`src/rtl/ibfc_pkg.sv`:
```
`timescale 1ns / 1ps
// ----------------------------------------------------------------------------
// ibfc_pkg
// Shared constants and types of the IMU burst frame checker.
// ----------------------------------------------------------------------------
package ibfc_pkg;

  localparam int WORD_W      = 16;
  localparam int NUM_SAMPLES = 11;
  localparam int NUM_BANKS   = 2;
  localparam int IDX_W       = 4;
  localparam int CH_W        = 4;

  localparam logic [WORD_W-1:0] CRC_INIT = 16'hFFFF;
  localparam logic [WORD_W-1:0] CRC_POLY = 16'h1021;
  localparam logic [WORD_W-1:0] FAIL_MAX = 16'hFFFF;

  // Word positions inside a frame.
  localparam logic [3:0] POS_IDLE  = 4'd0;
  localparam logic [3:0] POS_DIAG  = 4'd1;
  localparam logic [3:0] POS_FIRST = 4'd2;
  localparam logic [3:0] POS_LAST  = 4'd12;

  // Channel codes.
  localparam logic [CH_W-1:0] CH_GYRO_X    = 4'd0;
  localparam logic [CH_W-1:0] CH_ACCEL_Z   = 4'd5;
  localparam logic [CH_W-1:0] CH_TEMP      = 4'd10;
  localparam int              MAG_NEW_BIT  = 7;

  // One checked frame, handed from the front end to the result sequencer.
  typedef struct packed {
    logic              fail;
    logic              bank;
    logic              mag_en;
    logic [WORD_W-1:0] fail_count;
  } job_t;

  // Sample write from the front end into the banked sample store.
  typedef struct packed {
    logic              en;
    logic              bank;
    logic [IDX_W-1:0]  idx;
    logic [WORD_W-1:0] data;
  } mem_wr_t;

  // A sample bank that the sequencer has finished reading.
  typedef struct packed {
    logic valid;
    logic bank;
  } bank_rel_t;

endpackage

```
`src/rtl/ibfc_front.sv`:
```
`timescale 1ns / 1ps
// ----------------------------------------------------------------------------
// ibfc_front
// Frame tracker: follows word positions, runs the CRC, writes samples into
// the current bank and queues one job per completed frame.
// ----------------------------------------------------------------------------
module ibfc_front
  import ibfc_pkg::*;
(
  input  logic              clk,
  input  logic              rst_n,
  input  logic              accept_i,
  input  logic [WORD_W-1:0] rx_word_i,
  input  logic              frame_start_i,
  input  logic              q_full_i,
  input  bank_rel_t         rel_i,
  output logic              full_o,
  output logic              q_push_o,
  output job_t              q_job_o,
  output mem_wr_t           mem_wr_o
);

  logic [3:0]           pos_r, pos_nxt;
  logic                 active_r, active_nxt;
  logic [WORD_W-1:0]    crc_r, crc_nxt;
  logic                 diag7_r, diag7_nxt;
  logic [WORD_W-1:0]    fail_r, fail_nxt;
  logic                 wbank_r, wbank_nxt;
  logic [NUM_BANKS-1:0] busy_r, busy_nxt;
  logic [WORD_W-1:0]    crc_inv;
  logic [WORD_W-1:0]    expect_word;

  // Right-shifting bit-serial CRC over one word, low bit first.
  function automatic logic [WORD_W-1:0] crc_word(input logic [WORD_W-1:0] crc,
                                                 input logic [WORD_W-1:0] w);
    logic [WORD_W-1:0] c;
    c = crc;
    for (int b = 0; b < WORD_W; b++) begin
      if (c[0] ^ w[b]) begin
        c = (c >> 1) ^ CRC_POLY;
      end else begin
        c = c >> 1;
      end
    end
    return c;
  endfunction

  assign crc_inv     = ~crc_r;
  assign expect_word = {crc_inv[7:0], crc_inv[15:8]};

  // A bank still waiting to be drained cannot take the next frame's samples.
  assign full_o = q_full_i || busy_r[wbank_r];

  always_comb begin
    pos_nxt    = pos_r;
    active_nxt = active_r;
    crc_nxt    = crc_r;
    diag7_nxt  = diag7_r;
    fail_nxt   = fail_r;
    wbank_nxt  = wbank_r;
    busy_nxt   = busy_r;
    q_push_o   = 1'b0;
    q_job_o    = '0;
    mem_wr_o   = '0;

    if (rel_i.valid) begin
      busy_nxt[rel_i.bank] = 1'b0;
    end

    if (accept_i) begin
      if (frame_start_i) begin
        active_nxt = 1'b1;
        pos_nxt    = POS_DIAG;
        crc_nxt    = CRC_INIT;
      end else if (active_r) begin
        if (pos_r == POS_DIAG) begin
          diag7_nxt = rx_word_i[MAG_NEW_BIT];
          pos_nxt   = POS_FIRST;
        end else if (pos_r >= POS_FIRST && pos_r <= POS_LAST) begin
          mem_wr_o.en   = 1'b1;
          mem_wr_o.bank = wbank_r;
          mem_wr_o.idx  = IDX_W'(pos_r - POS_FIRST);
          mem_wr_o.data = rx_word_i;
          crc_nxt       = crc_word(crc_r, rx_word_i);
          pos_nxt       = 4'(pos_r + 4'd1);
        end else begin
          // Checksum word closes the frame.
          active_nxt = 1'b0;
          pos_nxt    = POS_IDLE;
          crc_nxt    = CRC_INIT;
          q_push_o   = 1'b1;
          if (rx_word_i != expect_word) begin
            if (fail_r != FAIL_MAX) begin
              fail_nxt = fail_r + 16'd1;
            end
            q_job_o.fail       = 1'b1;
            q_job_o.fail_count = (fail_r != FAIL_MAX) ? fail_r + 16'd1 : fail_r;
          end else begin
            q_job_o.fail       = 1'b0;
            q_job_o.bank       = wbank_r;
            q_job_o.mag_en     = diag7_r;
            q_job_o.fail_count = fail_r;
            busy_nxt[wbank_r]  = 1'b1;
            wbank_nxt          = ~wbank_r;
          end
        end
      end
    end
  end

  always_ff @(posedge clk) begin
    if (!rst_n) begin
      pos_r    <= POS_IDLE;
      active_r <= 1'b0;
      crc_r    <= CRC_INIT;
      diag7_r  <= 1'b0;
      fail_r   <= '0;
      wbank_r  <= 1'b0;
      busy_r   <= '0;
    end else begin
      pos_r    <= pos_nxt;
      active_r <= active_nxt;
      crc_r    <= crc_nxt;
      diag7_r  <= diag7_nxt;
      fail_r   <= fail_nxt;
      wbank_r  <= wbank_nxt;
      busy_r   <= busy_nxt;
    end
  end

endmodule

```
`config.mk`:
```
export PLATFORM = sky130hd
export DESIGN_NAME = ibfc_front
export DESIGN_NICKNAME = d
export VERILOG_FILES = /design/src/rtl/ibfc_pkg.sv /design/src/rtl/ibfc_front.sv
export SDC_FILE = /design/constraint.sdc
export NUM_CORES = 1
export LEC_CHECK = 0
export CAP_MARGIN = 20
export CORE_MARGIN = 2
export CORE_UTILIZATION = 38
export CTS_CLUSTER_DIAMETER = 50
export DETAILED_ROUTE_END_ITERATION = 16
export DONT_BUFFER_PORTS = 1
export GPL_ROUTABILITY_DRIVEN = 1
export PLACE_DENSITY_LB_ADDON = 0.3
export SLEW_MARGIN = 20
export SYNTH_ARGS = -nofsm -noshare
export SYNTH_HDL_FRONTEND = slang
export SYNTH_SLANG_ARGS = --single-unit
export TNS_END_PERCENT = 1
```
`constraint.sdc`:
```
create_clock -name clk -period 8.6 [get_ports clk]
set_clock_uncertainty 0.05 [all_clocks]
set_input_delay 1.72 -clock clk [delete_from_list [all_inputs] [get_ports clk]]
set_output_delay 1.72 -clock clk [all_outputs]
set_load 0.01 [all_outputs]
```
# After elaboration in Yosys (flattened, before gate mapping)
# Cells that the tools add are included.
# classes
n_addsub	3
n_mul	0
div_mod_pow	0
order_cmp	6
eq_ne	4
shift	0
muxes	135
bitwise_logic	41
n_reduce_logical	10
# ops
op	n
$mux W16	81
$mux W13	16
$mux W22	5
$mux W19	5
$not A3 Y3	16
$add A16 B1 Y16 const B	1
$mux W2	8
$mux W4	4
$ne A16 B16 Y1	1
$ne A16 B16 Y1 const B	1
$not A16 Y16	1
$xor A1 B1 Y1	16
$mux W1	14
$reduce_and A6 Y1	1
$not A1 Y1	5
$reduce_and A5 Y1	1
$add A4 B1 Y4 const B	1
$eq A4 B1 Y1 const B	1
$ge A4 B2 Y1 const B	1
$le A4 B4 Y1 const B	1
$lt A1 B2 Y1 const B	2
$reduce_and A4 Y1	1
$sub A4 B2 Y4 const B	1
$logic_and A1 B1 Y1	3
10 further kinds	12
# word_totals
ff_bits	41
latchBits	0
ram_bits	0
romBits	0
in_bits	23
word_cells	206
memories	0

# Logic depth before layout (Yosys ltp)
# Gate-level depths: netlist of the first run.
# logic_depth
depth_word	111
mapped_depth	10
mapped_depth_nobuf	9

# Least setup slack after synthesis of the first run
# No wires, ideal clock.
# synth_timing
kind	input to output
startpoint	input port rx_word_i[7]
endpoint	output port q_job_o[10] (netlist name)
t_arrival_ns	3.789
required_time_ns	6.830
setup_slack_ns	3.041
cell_stages	8
n_path_buf	1
path_cell_list	or4b_2 a211oi_1 nand4_1 o21ai_0 clkbuf_1 nor3_1 xnor2_1 nor2_1
# synth_rtl
element	line_no	text
from (decl)	ibfc_front.sv:13	input logic [WORD_W-1:0] rx_word_i,
to (decl)	ibfc_front.sv:19	output job_t q_job_o,

==> impl_metrics.json, run 1 <==
{
  "worstMarginPinSlew_ns": 0.8663,
  "syn_nets": 399,
  "p_leak_nw": 1.131,
  "use_met2_pct": 26.21,
  "insertion_delay_ns": 0.29,
  "synth.avg_cell_area_um2": 8.121,
  "post_cts_resized": 0,
  "yosys.area.top_type_share_pct": 26.05,
  "drv_cap": 0,
  "vias": 2435,
  "wire_per_inst_um": 14.54,
  "holdWs_ns": 0.4465,
  "setup.worst_path.end_class": "primary output",
  "drc_errors": 0,
  "row_count": 32,
  "syn2layout_area_growth_pct": 6.597,
  "multi_input_area_um2": 2107,
  "synth_top_flop_cell": "dfxtp_1",
  "cts_root_buf": "clkbuf_8",
  "slew_headroom_pct": 42.11,
  "ios": 66,
  "cts_sinks": 39,
  "ir_drop_v": 0.0005590,
  "powerDensity_nw_per_um2": 348.6,
  "start_util_pct": 38.98,
  "htree_num_levels": 2,
  "ant_nets": 0,
  "grt_max_degree": 26,
  "antenna_found_initial": 0,
  "synthTopCellsByArea": "dfxtp_1 26%, xnor2_1 18%, nor2_1 5.8%",
  "use_met3_pct": 3.743,
  "post-cts-setup-buffers": 0,
  "final_core_util_pct": 41.55,
  "min_path_type": "reg2reg",
  "period_share_pct": 67.34,
  "status": "completed",
  "ys_warn_count": 0,
  "die_y_um": 92.80,
  "die_w_um": 92.80,
  "cp_slowest_cell": "or4b_2",
  "placedCellCount": 457,
  "antenna_cells": 0,
  "worstReg2RegEnd": "crc_r[0]",
  "setup_tns_ns": 0,
  "cp_cell_sequence": "or4b_2 > a211oi_1 > nand4_1 > nand2b_1 > nor2_1 > and3_1 > nor3_1",
  "clock_path_buffers": 2,
  "vias_per_cell": 5.237,
  "worstPathArrival_ns": 4.02,
  "yosysTopAreaCell": "dfxtp_1",
  "stdcell_area_um2": 3194,
  "drt_iter0_drc": 81,
  "async_flop_share_pct": 0,
  "required_ns": 6.83,
  "synth_cell_types": 42,
  "r2r_cells": 7,
  "place.gp.congestion": 0.8618,
  "seqCellArea_um2": 780.7,
  "firstDrtPassIters": 4,
  "final_cells": 465,
  "start_kind": "input port",
  "synth_area_um2": 2997,
  "worstSetupPathDepth": 7,
  "portBuffers": 0,
  "rsz0062_at_grt": "no",
  "cp-endpoint": "q_job_o[13]",
  "drive_gt1_share_pct": 5.510,
  "crit_buf_inv": 0,
  "reg2reg_from": "crc_r[4]",
  "crit_type": "in2out",
  "grt_pass1_wl_mm": 10.96,
  "grt_pass1_vias": 2282,
  "crit_fanout": 10,
  "synth_most_common_cell": "xnor2_1",
  "yosysSeqAreaShare_pct": 26.05,
  "busiest_layer": "met2",
  "grt_util_met1_pct": 20.22,
  "nNetsFinal": 392,
  "wl_mm": 6.760,
  "core_um2": 7687,
  "critPathMaxStageDelay_ns": 0.65,
  "clkTransAtPathRegs_ns": 0.08,
  "dpl_cell_area_um2": 3090,
  "final-setup-viol-count": 0,
  "final_max_slew_viol_count": 0,
  "hold_viol_final": 0,
  "syn-instance-count": 369,
  "critPathTopFamily": "simple AND/OR/NAND/NOR gates",
  "dieArea_um2": 8612,
  "grt_overflow_total": 0,
  "fill_cells": 780,
  "cts_tree": "built",
  "cts_buffers": 5,
  "ff2ff_setup_slack_ns": 5.70,
  "synth_edf_count": 0,
  "critPathLaunch": "rx_word_i[7]",
  "yosys-top-cells-count": "61 x xnor2_1, 46 x nor2_1, 39 x dfxtp_1",
  "max_freq_mhz": 172.7,
  "ctsHoldBuffers": 0,
  "place_hpwl_mm": 5.090,
  "finalCriticalPeriod_ns": 5.791,
  "grt_usage_pct": 15.95,
  "ys_seq_elements": 39
}
## per-layer routing
metal	vias to the layer above	share of wire (%)
met5	-	0
met4	0	1.7
met3	11	4.9
met1	1136	46
met2	53	48
li1	1235	-
## how the worst min path moves through the flow
stage,to,depth (start not counted),from
6_report,busy_r[0],2,busy_r[0]
5_1_grt,diag7_r,2,diag7_r
4_1_cts,busy_r[0],2,busy_r[0]
3_5_place_dp,diag7_r,2,diag7_r
3_3_place_gp,diag7_r,2,diag7_r
2_1_floorplan,busy_r[0],2,busy_r[0]
## state kept, by name (all words and copies together), names as in the netlist
name / count
diag7_r: 1
active_r: 1
fail_r: 16
busy_r: 2
wbank_r: 1
crc_r: 14
pos_r: 4
## stage by stage
step                worst slack, ns   power, W
floorplan                     3.041  0.0008635
global placement              2.874  0.0009692
detailed placement            2.818  0.0009747
CTS                           2.809   0.001124
global route                  2.602   0.001192
finish                        2.809   0.001114
## cells by family after synthesis
family	count (synthesis)	synth area share, %
buffers and inverters	29	3.632
and+or+nand+nor	154	25.34
DFF	39	26.05
muxes	7	2.338
adders and majority gates	7	2.923
xor gates and xnor gates	87	29.44
AOI/OAI and AO/OA	46	10.27
## cell usage in the layout, fill, tap and decap left out, types with 4 or more instances in the layout
cell	synthesis	final
xor2_1	17	17
nand2_1	25	25
o21ai_0	11	10
ha_1	7	7
or3_1	6	6
a21oi_1	9	9
nand2b_1	7	7
a211oi_1	5	5
dfxtp_1	39	39
o211ai_1	7	7
clkbuf_8	0	7
nor4_1	5	5
nor3_1	19	19
nand4_1	4	4
inv_1	12	12
and2_1	19	19
nand3_1	11	11
xnor2_1	61	61
mux2i_1	7	7
nor2_1	46	46
a32oi_1	4	4
## tightest hold or removal path, stage by stage (launching register included)
cell and delay (ns):
dfxtp_1 0.31, o21ai_0 0.07, a21oi_1 0.07
## report_power, final
part / total [W] / internal [W] / switching [W]
logic: 0.000752 / 0.000396 / 0.000355
registers: 0.000220 / 0.000200 / 0.0000206
clock network: 0.000141 / 0.0000731 / 0.0000683
total: 0.00111 / 0.000669 / 0.000444
## layout make-up
cell class,instances,share of cell area [%]
clock buffers,7,3.016
inverters,12,1.410
multi-input cells,301,65.96
flip-flops and latches,39,24.44
well taps,102,3.995
clock inverters,1,0.2350
repair buffers,3,0.9401
Note: power is estimated with default switching activity, not from simulation.
==> run 2: changes to the inputs <==
==> constraint.sdc (replaced) <==
create_clock -name clk -period 5.4 [get_ports clk]
set_clock_uncertainty 0.05 [all_clocks]
set_input_delay 1.08 -clock clk [delete_from_list [all_inputs] [get_ports clk]]
set_output_delay 1.08 -clock clk [all_outputs]
set_load 0.01 [all_outputs]
==> impl_metrics.json, run 2 (synthesis results as in run 1) <==
{
  "start_kind": "input port",
  "setup_tns_ns": 0,
  "cts_tree": "built",
  "holdPathStages": 2,
  "place.gp.congestion": 0.8600,
  "dpl_cell_area_um2": 3083,
  "holdPathEnd": "busy_r[0]",
  "cts_buffers": 5,
  "vias": 2424,
  "grt_pass1_wl_mm": 10.98,
  "status": "completed",
  "crit_type": "in2out",
  "core_um2": 7687,
  "power.share.sequential_pct": 20.1,
  "min_path_type": "reg2reg",
  "reg_top3": "fail_r (16), crc_r (14), pos_r (4)",
  "antenna_cells": 0,
  "slew_headroom_pct": 45.26,
  "post_cts_resized": 0,
  "hold_viol_final": 0,
  "wire_per_inst_um": 14.50,
  "grt_pass1_vias": 2230,
  "syn2layout_area_growth_pct": 5.804,
  "required_ns": 4.27,
  "max_freq_mhz": 216.4,
  "grt_overflow_total": 0,
  "ir_drop_v": 0.0008691,
  "clock_path_buffers": 2,
  "p_comb_share_pct": 68.3,
  "stdcell_area_um2": 3171,
  "final_common_cell": "xnor2_1",
  "vias_per_cell": 5.224,
  "portBuffers": 0,
  "regMostFlops": "fail_r",
  "antenna_found_initial": 0,
  "r2r_cells": 7,
  "fill_cells": 812,
  "insertion_delay_ns": 0.29,
  "period_share_pct": 85.57,
  "firstDrtPassIters": 4,
  "crit_fanout": 19,
  "ios": 66,
  "nNetsFinal": 392,
  "ctsHoldBuffers": 0,
  "final_cell_mix": "61 x xnor2_1, 46 x nor2_1, 39 x dfxtp_1",
  "cts_sinks": 39,
  "start_util_pct": 38.98,
  "worstMarginPinSlew_ns": 0.8192,
  "post-cts-setup-buffers": 0,
  "htree_num_levels": 2,
  "rsz0062_at_grt": "no",
  "wl_mm": 6.727,
  "powerDensity_nw_per_um2": 549.1,
  "final-setup-viol-count": 0,
  "swShare_pct": 39.72,
  "setup.worst_path.end_class": "primary output",
  "die_w_um": 92.80,
  "ff2ff_setup_slack_ns": 2.53,
  "clkTransAtPathRegs_ns": 0.07,
  "cp_slowest_cell": "or4b_2",
  "drt_iter0_drc": 77,
  "hp-start": "busy_r[0]",
  "drv_cap": 0,
  "cts_root_buf": "clkbuf_8",
  "p_leak_nw": 1.124,
  "cp_cell_sequence": "or4b_2 > a211oi_1 > nand4_1 > o21ai_1 > buf_4 > nand2b_1 > xor2_1 > nor2_1",
  "clkPwrFrac_pct": 11.6,
  "switchingPower_w": 0.0006915,
  "finalCriticalPeriod_ns": 4.621,
  "place_hpwl_mm": 5.057,
  "dieArea_um2": 8612,
  "drive_gt1_share_pct": 5.249,
  "ant_nets": 0,
  "grt_max_degree": 34,
  "largest_reg_flops": 16,
  "p_int_w": 0.001049,
  "die_y_um": 92.80,
  "final_core_util_pct": 41.24,
  "worstPathArrival_ns": 3.49,
  "row_count": 32,
  "final_max_slew_viol_count": 0,
  "reg2reg_from": "crc_r[4]",
  "critPathMaxStageDelay_ns": 0.66,
  "worstReg2RegEnd": "crc_r[0]",
  "drc_errors": 0,
  "grt_usage_pct": 15.96
}
[run 2: cell types whose count changed in the layout (fill, tap and decap cells not counted), sizes merged]
| cell | change |
|---|---|
| clkinv | +1 |
| clkinvlp | -1 |
| clkbuf | -1 |
[run 2: worst max path at each step]
| stage | endpoint | start | cells after the start |
|---|---|---|---|
| floorplan | q_job_o[10] | rx_word_i[7] | 8 |
| global placement | q_job_o[10] | rx_word_i[7] | 8 |
| detailed placement | q_job_o[5] | rx_word_i[7] | 8 |
| CTS | q_job_o[5] | rx_word_i[7] | 8 |
| global route | q_job_o[5] | rx_word_i[7] | 8 |
| finish | q_job_o[5] | rx_word_i[7] | 8 |
[run 2: power by group through the flow]
| stage | clock (W) | sequential [W] | combinational (W) |
|---|---|---|---|
| after floorplan | 0 | 0.000351 | 0.00102 |
| after global placement | 0 | 0.000357 | 0.00119 |
| after detailed placement | 0 | 0.000357 | 0.00119 |
| after CTS | 0.000213 | 0.000350 | 0.00120 |
| after global routing | 0.000225 | 0.000355 | 0.00129 |
| final | 0.000201 | 0.000351 | 0.00119 |
[run 2: critical path: cells and delay by family]
family	cells	cell delay (ns)
AO/OA/AOI/OAI	2	0.67
XOR/XNOR	1	0.07
AND/OR/NAND/NOR	4	1.38
buffers and inverters	1	0.29
[run 2: stage by stage]
| stage | setup WS [ns] | std cells | total power [W] | hold WS, ns |
|---|---|---|---|---|
| CTS | 0.7956 | 464 | 0.001765 | 0.4503 |
| floorplan | 1.121 | 369 | 0.001375 | 0.3992 |
| global placement | 0.8841 | 457 | 0.001544 | 0.4174 |
| global route | 0.4563 | 464 | 0.001867 | 0.4746 |
| detailed placement | 0.8046 | 457 | 0.001552 | 0.4326 |
| finish | 0.7792 | 464 | 0.001741 | 0.4373 |
[run 2: area by class of cell]
cell class	instances	area, µm²	share of cell area [%]
Clock inverter	1	5.005	0.1579
Inverter	12	45.04	1.421
Multi-Input combinational cell	301	2107	66.46
Timing Repair Buffer	3	22.52	0.7103
Clock buffer	6	82.58	2.605
Tap cell	102	127.6	4.025
Sequential cell	39	780.7	24.63
[run 2: per-layer routing]
layer / share of wire [%] / GRT usage, % / vias to the layer above
met4: 1.1 / 3.186 / 0
met2: 48 / 27.29 / 70
li1: - / - / 1238
met1: 46 / 20.41 / 1107
met3: 5.2 / 3.987 / 9
met5: 0 / 0 / -
